**src/rtl/core/dlipc_pkg.sv**
```systemverilog
`timescale 1ns / 1ps

package dlipc_pkg;

    localparam int unsigned DEBOUNCE_TICKS = 10;
    localparam int unsigned DEB_CNT_W      = 4;
    localparam int unsigned DELAY_W        = 8;
    localparam int unsigned MS_CNT_W       = 18;
    localparam int unsigned MS_W           = 10;
    localparam int unsigned TDATA_W        = 8;

    localparam logic [MS_W-1:0] MS_PER_SEC = MS_W'(1000);

    localparam logic [1:0] CMD_NONE      = 2'd0;
    localparam logic [1:0] CMD_RELAY_ON  = 2'd1;
    localparam logic [1:0] CMD_RELAY_OFF = 2'd2;

    localparam logic [1:0] EVT_NONE       = 2'd0;
    localparam logic [1:0] EVT_LIGHTS_ON  = 2'd1;
    localparam logic [1:0] EVT_LIGHTS_OFF = 2'd2;

    typedef struct packed {
        logic [DEB_CNT_W-1:0] count;
        logic                 level;
    } deb_state_t;

endpackage

```
**src/rtl/core/dlipc_debounce.sv**
```systemverilog
`timescale 1ns / 1ps

module dlipc_debounce (
    input  logic                  sample,
    input  dlipc_pkg::deb_state_t state_cur,
    output dlipc_pkg::deb_state_t state_next,
    output logic                  flip
);

    logic [dlipc_pkg::DEB_CNT_W-1:0] count_step;

    always_comb begin
        if (sample == state_cur.level) begin
            count_step = (state_cur.count != '0) ? state_cur.count - 1'b1 : state_cur.count;
        end else begin
            count_step = state_cur.count + 1'b1;
        end
        if (count_step >= dlipc_pkg::DEB_CNT_W'(dlipc_pkg::DEBOUNCE_TICKS)) begin
            flip             = 1'b1;
            state_next.count = '0;
            state_next.level = sample;
        end else begin
            flip             = 1'b0;
            state_next.count = count_step;
            state_next.level = state_cur.level;
        end
    end

endmodule

```
**src/rtl/core/debounced_lights_ignition_power_control_core.sv**
```systemverilog
`timescale 1ns / 1ps

// One request is one millisecond tick carrying raw reverse-light and ignition samples and a
// camera command; each request gives exactly one result with the relay drive, the power drive
// and a lights on/off event. The block takes one request per clock cycle when the result side
// keeps up; each request passes first through an input register and then through a single
// compute stage that updates both debouncers, the relay and the off-delay countdown and writes
// the result register. The off delay (seconds) is written through cfg_wr_en/cfg_wr_data and is
// captured when a countdown starts; a countdown is cancelled when ignition debounces high.

module debounced_lights_ignition_power_control_core (
    input  logic                           aclk,
    input  logic                           aresetn,
    input  logic                           cfg_wr_en,
    input  logic [dlipc_pkg::DELAY_W-1:0]  cfg_wr_data,
    input  logic                           s_axis_tvalid,
    output logic                           s_axis_tready,
    // lights_sample [0], ignition_sample [1], command [3:2], zero [7:4]
    input  logic [dlipc_pkg::TDATA_W-1:0]  s_axis_tdata,
    output logic                           m_axis_tvalid,
    input  logic                           m_axis_tready,
    // relay_on [0], power_on [1], lights_event [3:2], zero [7:4]
    output logic [dlipc_pkg::TDATA_W-1:0]  m_axis_tdata
);

    logic [dlipc_pkg::DELAY_W-1:0]  off_delay_reg;

    logic                           in_valid_reg;
    logic                           in_lights_reg;
    logic                           in_ign_reg;
    logic [1:0]                     in_cmd_reg;

    logic                           out_valid_reg;
    logic                           out_relay_reg;
    logic                           out_power_reg;
    logic [1:0]                     out_event_reg;

    dlipc_pkg::deb_state_t          lights_reg, lights_next;
    dlipc_pkg::deb_state_t          ign_reg, ign_next;
    logic                           relay_reg, relay_next;
    logic                           power_reg, power_next;
    logic                           cd_active_reg, cd_active_next;
    logic [dlipc_pkg::MS_CNT_W-1:0] cd_ms_reg, cd_ms_next;
    logic [1:0]                     event_next;

    logic                           lights_flip;
    logic                           ign_flip;
    logic                           advance;
    logic [dlipc_pkg::MS_CNT_W-1:0] cd_load;

    assign advance       = in_valid_reg && (!out_valid_reg || m_axis_tready);
    assign s_axis_tready = !in_valid_reg || advance;

    assign m_axis_tvalid = out_valid_reg;
    assign m_axis_tdata  = {{(dlipc_pkg::TDATA_W-4){1'b0}}, out_event_reg, out_power_reg,
                            out_relay_reg};

    dlipc_debounce u_lights_deb (
        .sample     (in_lights_reg),
        .state_cur  (lights_reg),
        .state_next (lights_next),
        .flip       (lights_flip)
    );

    dlipc_debounce u_ign_deb (
        .sample     (in_ign_reg),
        .state_cur  (ign_reg),
        .state_next (ign_next),
        .flip       (ign_flip)
    );

    assign cd_load = dlipc_pkg::MS_CNT_W'(off_delay_reg)
                   * dlipc_pkg::MS_CNT_W'(dlipc_pkg::MS_PER_SEC);

    always_comb begin
        relay_next     = relay_reg;
        power_next     = power_reg;
        cd_active_next = cd_active_reg;
        cd_ms_next     = cd_ms_reg;
        event_next     = dlipc_pkg::EVT_NONE;

        case (in_cmd_reg)
            dlipc_pkg::CMD_RELAY_ON:  relay_next = 1'b1;
            dlipc_pkg::CMD_RELAY_OFF: relay_next = 1'b0;
            default:                  relay_next = relay_reg;
        endcase

        if (lights_flip) begin
            relay_next = lights_next.level;
            event_next = lights_next.level ? dlipc_pkg::EVT_LIGHTS_ON
                                           : dlipc_pkg::EVT_LIGHTS_OFF;
        end

        if (ign_flip) begin
            if (ign_next.level) begin
                power_next     = 1'b1;
                cd_active_next = 1'b0;
                cd_ms_next     = '0;
            end else begin
                cd_active_next = 1'b1;
                cd_ms_next     = cd_load;
            end
        end

        if (cd_active_next) begin
            if (cd_ms_next == '0) begin
                power_next     = 1'b0;
                cd_active_next = 1'b0;
            end else begin
                cd_ms_next = cd_ms_next - 1'b1;
            end
        end
    end

    always_ff @(posedge aclk) begin
        if (!aresetn) begin
            off_delay_reg <= '0;
            in_valid_reg  <= 1'b0;
            out_valid_reg <= 1'b0;
            lights_reg    <= '0;
            ign_reg       <= '0;
            relay_reg     <= 1'b0;
            power_reg     <= 1'b0;
            cd_active_reg <= 1'b0;
            cd_ms_reg     <= '0;
        end else begin
            if (cfg_wr_en) begin
                off_delay_reg <= cfg_wr_data;
            end
            if (s_axis_tready) begin
                in_valid_reg <= s_axis_tvalid;
            end
            if (advance) begin
                out_valid_reg <= 1'b1;
                lights_reg    <= lights_next;
                ign_reg       <= ign_next;
                relay_reg     <= relay_next;
                power_reg     <= power_next;
                cd_active_reg <= cd_active_next;
                cd_ms_reg     <= cd_ms_next;
            end else if (m_axis_tready) begin
                out_valid_reg <= 1'b0;
            end
        end
    end

    always_ff @(posedge aclk) begin
        if (s_axis_tready && s_axis_tvalid) begin
            in_lights_reg <= s_axis_tdata[0];
            in_ign_reg    <= s_axis_tdata[1];
            in_cmd_reg    <= s_axis_tdata[3:2];
        end
        if (advance) begin
            out_relay_reg <= relay_next;
            out_power_reg <= power_next;
            out_event_reg <= event_next;
        end
    end

    a_cd_only_when_ign_low: assert property (@(posedge aclk) disable iff (!aresetn)
        cd_active_reg |-> !ign_reg.level)
        else $error("countdown running while ignition debounced high");

    a_lights_cnt_range: assert property (@(posedge aclk) disable iff (!aresetn)
        lights_reg.count < dlipc_pkg::DEB_CNT_W'(dlipc_pkg::DEBOUNCE_TICKS))
        else $error("lights debounce count out of range");

    a_ign_cnt_range: assert property (@(posedge aclk) disable iff (!aresetn)
        ign_reg.count < dlipc_pkg::DEB_CNT_W'(dlipc_pkg::DEBOUNCE_TICKS))
        else $error("ignition debounce count out of range");

    a_advance_gives_result: assert property (@(posedge aclk) disable iff (!aresetn)
        advance |=> out_valid_reg)
        else $error("processed request produced no result");

    a_stall_means_held: assert property (@(posedge aclk) disable iff (!aresetn)
        !s_axis_tready |-> (in_valid_reg && out_valid_reg && !m_axis_tready))
        else $error("input stalled without a blocked result");

endmodule
```
**config.mk**
```make
export PLATFORM = sky130hd
export DESIGN_NAME = debounced_lights_ignition_power_control_core
export DESIGN_NICKNAME = d
export VERILOG_FILES = /design/src/rtl/core/dlipc_pkg.sv /design/src/rtl/core/dlipc_debounce.sv /design/src/rtl/core/debounced_lights_ignition_power_control_core.sv
export SDC_FILE = /design/constraint.sdc
export NUM_CORES = 1
export LEC_CHECK = 0
export ABC_AREA = 1
export BUFFER_PORTS_ARGS = -buffer_cell sky130_fd_sc_hd__buf_2
export CORE_MARGIN = 5
export CORE_UTILIZATION = 43
export CTS_CLUSTER_DIAMETER = 200
export DETAILED_ROUTE_END_ITERATION = 6
export GPL_TIMING_DRIVEN = 1
export MAX_ROUTING_LAYER = met4
export PLACE_DENSITY = 0.67
export SLEW_MARGIN = 5
export SYNTH_ARGS = -nofsm -noshare
export SYNTH_HDL_FRONTEND = slang
export SYNTH_SLANG_ARGS = --single-unit
```
**constraint.sdc**
```tcl
create_clock -name aclk -period 4.55 [get_ports aclk]
set_input_delay 0.2275 -clock aclk [delete_from_list [all_inputs] [get_ports aclk]]
set_output_delay 0.2275 -clock aclk [all_outputs]
set_load 0.02 [all_outputs]
```
==> results of run 1 <==
[repair_timing]
item                                    CTS  global route
endpoints found under the hold margin     0             0
pin swaps                                 0            47
resized for setup                         6            67
endpoints found under the setup margin   18            21
setup buffers                             0             4
[cells by family after synthesis]
logic type | after synthesis
buf+inv | 138
xor+xnor | 17
flops | 49
other cells | 1
fa+ha+maj | 65
simple gates | 368
mux | 1
compound gates | 60
[cell usage after synthesis (3+ instances only)]
master / n / area share, %
nand3b_1: 3 / 0.47
dfxtp_1: 41 / 17
xor2_1: 8 / 1.4
nand4_1: 23 / 3.0
buf_4: 6 / 0.93
nor2_1: 80 / 6.2
o21ai_1: 3 / 0.31
nand3_1: 49 / 5.1
a21oi_1: 27 / 2.8
xnor2_1: 9 / 1.6
nand2_4: 3 / 0.70
o21bai_1: 3 / 0.47
ha_1: 44 / 11
fa_1: 21 / 8.7
buf_2: 4 / 0.41
nand3_2: 10 / 2.1
clkbuf_1: 9 / 0.70
nand2_1: 170 / 13
nor2_2: 6 / 0.78
inv_1: 106 / 8.2
o21ai_0: 19 / 2.0
nor2_4: 3 / 0.70
inv_2: 5 / 0.39
buf_6: 5 / 1.2
nand2_2: 13 / 1.7
edfxtp_1: 8 / 5.0
[layer usage]
layer / vias to the layer above / routed length (um) / global-route usage (%)
li1: 2294 / - / -
met1: 2049 / 5260 / 23.4
met2: 92 / 5420 / 28.1
met3: 17 / 426 / 1.97
met4: 0 / 213 / 4.25
met5: - / 0 / -
[metrics by stage]
stage	hold slack, ns	TNS, ns	utilization (%)
finish	0.104	0	51.9
global route	0.0947	-1.69	51.9
CTS	0.0977	0	49.4
detailed placement	0.406	-1.53	47.7
global placement	0.408	-0.467	47.7
floorplan	0.326	0	-
[worst max-delay path: stages, from the launching register on]
cell and delay [ns]:
dfxtp_4 0.36, fa_1 0.54, xor2_1 0.17, ha_1 0.26
fa_1 0.51, inv_1 0.05, fa_1 0.49, inv_2 0.05
ha_4 0.30, nand2_1 0.11, nor2_4 0.12, buf_4 0.11
nand3_1 0.06, nand4_1 0.13, xnor2_1 0.18, o22ai_1 0.17
nor2_4 0.17, nand4_1 0.15, nand2_1 0.14, nor2_1 0.09
nor2_1 0.09, nor2_1 0.05
[placed cells by master (no fill, tap or decap), types with 2 or more instances in the layout]
master     Yosys  routed
a211oi_1       2       2
a21oi_1       27      24
a21oi_4        1       3
buf_2          4      22
buf_4          6      31
buf_6          5       4
clkbuf_16      0       5
clkinv_1       2       2
conb_1         1       4
dfxtp_1       41      37
dfxtp_4        0       3
edfxtp_1       8       8
fa_1          21      21
ha_1          44      36
ha_4           0       7
inv_1        106     100
inv_2          5      11
nand2_1      170     156
nand2_2       13      25
nand2_4        3       5
nand3_1       49      44
nand3_2       10      15
nand3b_1       3       3
nand4_1       23      23
nor2_1        80      69
nor2_2         6      12
nor2_4         3       8
nor2_8         2       2
nor3_1         2       2
o21ai_0       19      19
o21ai_2        0       3
o21bai_1       3       3
xnor2_1        9       9
xor2_1         8       8
[area by class of cell]
cell class,instances,area (sq um)
tap,140,175
timing repair buffer,57,388
fill,1046,5260
sequential,49,1070
clock buffer,5,125
multi-input combinational,515,3460
inverter,113,424
clock inverter,3,28.8
[path summary, 6_finish.rpt]
kind         cells past startpoint  slack [ns]       endpoint             start
max                             21        0.12  cd_ms_reg[16]  off_delay_reg[2]
min reg2reg                      2        0.46  lights_reg[0]     lights_reg[0]
min                              1        0.10  in_lights_reg   s_axis_tdata[0]
max reg2reg                     21        0.12  cd_ms_reg[16]  off_delay_reg[2]
[power by group]
group	internal [W]	switching (W)
combinational	0.000660	0.000952
clock	0.000211	0.000183
sequential	0.000470	0.0000229
==> flow_summary.ini, run 1 <==
[sta]
slew_violations = 0
fin_ws_ns = 0.118
maxSlewHeadroom_pct = 41.9
finalSetupViolations = 0
max_clock_freq_ghz = 0.226
worst_pin_slew_ns = 0.866
hold_viol_final = 0
period_needed_ns = 4.43
period_share_pct = 97.4
rsz0062_at_grt = true
fin_skew_ns = 0.00672

[power]
power_leakage_nw = 2.90
power.total_w = 0.00250
p_per_area_nw_per_um2 = 441
vdd_ir_drop_max_mv = 0.211

[critical_path]
crit_required_ns = 4.70
cp-start-kind = flop
arrival_ns = 4.59
crit_path_end_kind = flop
criticalPathCategory = reg2reg
cp_max_fo = 5

[layout]
layout.cells.non_filler = 882
nets = 827
syn_to_final_growth_pct = 17.2
largest_reg_flops = 18
drive_above_1_share_pct = 22.2
diodes = 0
design_area_sq_um = 5670

[synth]
synth_top_family_by_area = simple AND/OR/NAND/NOR gates
yosysUniqueCellTypes = 43
synth_seq_cells = 49
synth_flop_cell = dfxtp_1
synthAdderAreaFrac_pct = 20.1
postSynthAreaPerCell_sq_um = 6.93
syn_inst = 699
synth_area_sq_um = 4840
synth_compound_area_share_pct = 6.93
synthXorXnorAreaFrac_pct = 3.07
muxShareOfSynthArea_pct = 0.207
async_flop_share_pct = 0
synth_edf_count = 8
yosys_warnings = 0
synthSimpleGateAreaFrac_pct = 35.7
synth_seq_area_share_pct = 21.9

[floorplanning]
die_w_um = 116
start_util_pct = 44.3
io_pins = 31
num_rows = 38
coreArea_sq_um = 10900
die_y_um = 116
die-area_sq_um = 13500

[drt]
drcViolationCount = 0
firstDrtPassIters = 7
wl_per_cell_um = 12.8
wirelength_um = 11300
viasPerCell = 5.05
vias = 4452
drtIter0Drc = 245
ant_nets = 0

[global_routing]
grt_start_max_net_pins = 29
grt_pass1_vias = 4211
grt_antenna_before_repair = 0
grtUsageTotal_pct = 17.4
grt_pass1_wl_um = 18700
grt_overflow_total = 0

[clock_network]
hold_buffers = 0
htree_levels = 2
cts_tree = done
cts_sinks = 49
cts_max_path_buffers = 2
cts_inserted_buffers = 5
cts_root_buffer = clkbuf_16
clk_pin_slew_ns = 0.07
clkLatencyLatePin_ns = 0.29

[outcome]
status = completed

[placement]
placed_cell_area_sq_um = 5210
dp.cells = 870
gp_congestion = 0.906
hpwl_um = 8530
io_buffers = 22
pre_cts_ws_ns = -0.135

[job]
cap_violations = 0

[min_path]
worstHoldPathType = in2reg
Power figures use the tool's default switching activity.
==> run 2, diff against run 1 <==
--- a/config.mk
+++ b/config.mk
@@ -13,7 +13,7 @@
 export DETAILED_ROUTE_END_ITERATION = 6
 export GPL_TIMING_DRIVEN = 1
 export MAX_ROUTING_LAYER = met4
-export PLACE_DENSITY = 0.67
+export PLACE_DENSITY = 0.65
 export SLEW_MARGIN = 5
 export SYNTH_ARGS = -nofsm -noshare
 export SYNTH_HDL_FRONTEND = slang
==> constraint.sdc (replaced) <==
create_clock -name aclk -period 4.2 [get_ports aclk]
set_input_delay 0.21 -clock aclk [delete_from_list [all_inputs] [get_ports aclk]]
set_output_delay 0.21 -clock aclk [all_outputs]
set_load 0.02 [all_outputs]
==> flow_summary.ini, run 2 (same netlist as run 1, synthesis figures left out) <==
[layout]
final_common_cell = nand2_1
drive_above_1_share_pct = 26.9
syn_to_final_growth_pct = 23.4
layout_common_cells = nand2_1 (154), inv_1 (98), nor2_1 (64)
diodes = 0
largest_reg_flops = 18
nets = 858
final_util_pct = 54.6

[clock_network]
cts_tree = done
htree_levels = 2
clk_pin_slew_ns = 0.08
cts_inserted_buffers = 5
clkLatencyLatePin_ns = 0.29
cts_root_buffer = clkbuf_16
cts_max_path_buffers = 2
cts_sinks = 49

[floorplanning]
io_pins = 31
num_rows = 38
die_y_um = 116
start_util_pct = 44.3
die-area_sq_um = 13500
die_w_um = 116
coreArea_sq_um = 10900

[global_routing]
grt_pass1_wl_um = 19300
grt_overflow_total = 0
grt_start_max_net_pins = 33
grt_pass1_vias = 4330
grt_antenna_before_repair = 0
grtUsageTotal_pct = 17.9

[power]
power_leakage_nw = 3.08
power_frac_comb_pct = 66.8
p_int_w = 0.00160
power.total_w = 0.00290
power_switching_share_pct = 45.0
seqPwrFrac_pct = 18.4
p_clk_share_pct = 14.8
p_per_area_nw_per_um2 = 485
netSwitchingPower_w = 0.00130
vdd_ir_drop_max_mv = 0.192

[critical_path]
crit_path_end_kind = flop
criticalPathCategory = reg2reg
crit_required_ns = 4.39
reg2reg_slack_ns = -0.26
reg2reg_to = cd_ms_reg[12]
cp_max_fo = 5
cp-start-kind = flop
timing.rr.start = off_delay_reg[3]
reg2regPathDepth = 24
arrival_ns = 4.65

[drt]
viasPerCell = 5.00
drcViolationCount = 0
ant_nets = 0
firstDrtPassIters = 5
drtIter0Drc = 196
wl_per_cell_um = 12.5
wirelength_um = 11400
vias = 4563

[sta]
slew_violations = 0
hold_viol_final = 0
max_clock_freq_ghz = 0.224
period_needed_ns = 4.46
whs_ns = 0.0842
rsz0062_at_grt = true
fin_skew_ns = 0.00655
fin_ws_ns = -0.259
tns_ns = -4.65
period_share_pct = 106
worst_pin_slew_ns = 0.925
maxSlewHeadroom_pct = 38.0
finalSetupViolations = 21

[placement]
hpwl_um = 8730
io_buffers = 22
pre_cts_ws_ns = -0.341
gp_congestion = 0.945

[min_path]
hold_end = in_lights_reg
hp-start = s_axis_tdata[0]
min_path_cells = 1
worstHoldPathType = in2reg

[job]
cap_violations = 0

[outcome]
status = complete, but fails checks
violations = setup timing
-- run 2: worst max path at each step --
stage | start | endpoint | cells after the start
finish | off_delay_reg[3] | cd_ms_reg[12] | 24
global route | off_delay_reg[3] | cd_ms_reg[0] | 23
CTS | off_delay_reg[2] | cd_ms_reg[6] | 24
detailed placement | off_delay_reg[2] | cd_ms_reg[1] | 23
global placement | off_delay_reg[2] | cd_ms_reg[14] | 24
floorplan | off_delay_reg[1] | cd_ms_reg[5] | 26
-- run 2: routing by layer --
layer / GRT usage, % / vias to the layer above / part of all wire [%]
met5: - / - / 0
met4: 3.87 / 0 / 1.1
met3: 2.18 / 14 / 3.8
met2: 30.3 / 107 / 49
met1: 23.1 / 2098 / 46
li1: - / 2344 / -
-- run 2: layout make-up --
type | count | area, sq um
fillers | 1026 | 4960
multi-input cells | 515 | 3500
flip-flops and latches | 49 | 1070
repair buffers | 88 | 651
inverters | 113 | 428
well taps | 140 | 175
clock buffers | 5 | 125
clock inverters | 3 | 28.8
-- run 2: per-stage QoR --
step           cell area [sq um]  cells
4_1_cts                     5760    907
3_3_place_gp                5440    891
6_report                    5980    913
3_5_place_dp                5440    891
5_1_grt                     5980    913
2_1_floorplan               4910    702
-- run 2: critical path, stage by stage (launching register included) --
cell and delay, ns:
dfxtp_4 0.36, fa_1 0.53, inv_1 0.05, fa_1 0.46, fa_1 0.50, fa_1 0.51
inv_2 0.05, ha_4 0.25, a21oi_4 0.16, buf_6 0.12, buf_6 0.09, nand4_1 0.09
nand2_1 0.08, inv_1 0.05, nand4_1 0.09, nand2_2 0.09, nor2_4 0.10, nand2_4 0.07
nor2_8 0.13, nand3_4 0.13, clkbuf_16 0.20, nand3_2 0.06, nand3_1 0.06, nand2_1 0.08
inv_1 0.04
-- run 2: timing repair --
action                                  in CTS  in global routing
pin swaps                                   22                 18
resized for setup                           23                 45
gates cloned                                 0                  1
buffers inserted                             8                  5
endpoints found under the setup margin      21                 21
hold buffers                                 0                  0
-- run 2: power groups by stage --
stage	combinational, W	sequential [W]	clock [W]
2_1_floorplan	0.00110	0.000544	0
3_3_place_gp	0.00154	0.000542	0
3_5_place_dp	0.00157	0.000543	0
4_1_cts	0.00173	0.000533	0.000441
5_1_grt	0.00213	0.000537	0.000462
6_report	0.00194	0.000533	0.000430
==> run 3, diff against run 2 <==
--- a/config.mk
+++ b/config.mk
@@ -14,6 +14,7 @@
 export GPL_TIMING_DRIVEN = 1
 export MAX_ROUTING_LAYER = met4
 export PLACE_DENSITY = 0.65
+export SETUP_SLACK_MARGIN = 0.02
 export SLEW_MARGIN = 5
 export SYNTH_ARGS = -nofsm -noshare
 export SYNTH_HDL_FRONTEND = slang
==> flow_summary.ini, run 3 (same netlist as run 1, synthesis figures left out) <==
[drt]
wl_per_cell_um = 12.6
vias = 4478
firstDrtPassIters = 4
viasPerCell = 4.93
ant_nets = 0
drtIter0Drc = 152
drcViolationCount = 0
wirelength_um = 11400

[layout]
multi_input_area_sq_um = 3400
layout_common_cells = nand2_1 (158), inv_1 (102), nor2_1 (68)
nets = 853
final-seq-area_sq_um = 1070
largest_reg_flops = 18
syn_to_final_growth_pct = 20.4
final_common_cell = nand2_1
fillers = 1064
drive_above_1_share_pct = 23.8
diodes = 0

[outcome]
status = complete, but fails checks
violations = setup timing

[clock_network]
cts_root_buffer = clkbuf_16
cts_tree = done
hold_buffers = 0
htree_levels = 2
cts_max_path_buffers = 2
clk_pin_slew_ns = 0.07
cts_inserted_buffers = 5
clkLatencyLatePin_ns = 0.30
cts_sinks = 49

[sta]
maxSlewHeadroom_pct = 39.1
max_clock_freq_ghz = 0.224
period_share_pct = 106
rsz0062_at_grt = true
fin_ws_ns = -0.267
fin_skew_ns = 0.0103
slew_violations = 0
finalSetupViolations = 21
hold_viol_final = 0
worst_pin_slew_ns = 0.908
period_needed_ns = 4.47
whs_ns = 0.0871

[placement]
hpwl_um = 8840
pre_cts_ws_ns = -0.292
gp_congestion = 0.906
io_buffers = 22

[global_routing]
grt_antenna_before_repair = 0
grt_pass1_wl_um = 19500
grt_pass1_vias = 4323
grt_start_max_net_pins = 28
grt_overflow_total = 0
grtUsageTotal_pct = 18.2

[power]
power_leakage_nw = 3.03
power.total_w = 0.00274
vdd_ir_drop_max_mv = 0.256
p_per_area_nw_per_um2 = 470

[floorplanning]
start_util_pct = 44.3
die-area_sq_um = 13500
num_rows = 38
io_pins = 31
die_y_um = 116
die_w_um = 116
coreArea_sq_um = 10900

[critical_path]
crit_required_ns = 4.39
cp-start-kind = flop
criticalPathCategory = reg2reg
crit_path_end_kind = flop
cp_max_fo = 5
arrival_ns = 4.66
reg2reg_slack_ns = -0.27

[job]
cap_violations = 0

[min_path]
worstHoldPathType = in2reg
## run 3: cell types whose count changed in the layout (fill, tap and decap cells not counted), sizes merged
cell	change
inv	+1
clkbuf	-1
clkinvlp	-1
buf	-4
## run 3: metrics by stage
stage | setup TNS, ns | cell area [sq um] | cells | utilization, %
after global placement | -3.84 | 5430 | 889 | 49.6
after floorplan | 0 | 4910 | 702 | -
after detailed placement | -4.89 | 5430 | 889 | 49.6
final | -4.38 | 5830 | 908 | 53.3
after global routing | -9.23 | 5830 | 908 | 53.3
after CTS | -3.43 | 5760 | 903 | 52.7
## run 3: repair_timing
item,CTS,global route
gates resized for setup,26,12
buffers inserted,5,5
pin swaps,28,14
gates cloned,1,0
endpoints found under the setup margin,21,21
## run 3: critical path, stage by stage (launching register included)
cell     delay, ns
dfxtp_4       0.36
fa_1          0.50
xor2_1        0.19
ha_1          0.20
a21oi_1       0.17
fa_1          0.45
fa_1          0.51
inv_2         0.05
ha_4          0.24
nand2_2       0.11
inv_1         0.06
nand2_2       0.07
nand2_1       0.05
nand2_1       0.05
nand4_1       0.14
xnor2_2       0.26
o22ai_2       0.14
nor2_4        0.17
nand3_4       0.18
buf_4         0.20
nand3_2       0.06
nand3_1       0.09
nand2_1       0.08
inv_1         0.03
## run 3: final timing paths
kind	cells past startpoint	from	endpoint
worst max-delay path	23	off_delay_reg[1]	cd_ms_reg[8]
worst min-delay path	1	s_axis_tdata[2]	in_cmd_reg[0]
worst min register to register	2	lights_reg[0]	lights_reg[0]
worst max register to register	23	off_delay_reg[1]	cd_ms_reg[8]
## run 3: cell type report
| cell class | count | area share [%] |
|---|---|---|
| multi-input combinational | 515 | 58.3 |
| sequential | 49 | 18.4 |
| timing repair buffer | 83 | 10.4 |
| inverter | 113 | 7.27 |
| tap | 140 | 3.00 |
| clock buffer | 5 | 2.15 |
| clock inverter | 3 | 0.494 |
## run 3: power breakdown
group | internal (W) | total (W) | switching, W
clock | 0.000229 | 0.000429 | 0.000200
sequential | 0.000510 | 0.000534 | 0.0000239
combinational | 0.000777 | 0.00178 | 0.00100
total | 0.00152 | 0.00274 | 0.00123
## run 3: per-layer routing
layer / part of all wire, % / global-route usage [%]
met1: 47 / 23.4
met2: 48 / 30.3
met3: 3.2 / 1.97
met4: 2.3 / 5.34
met5: 0 / -
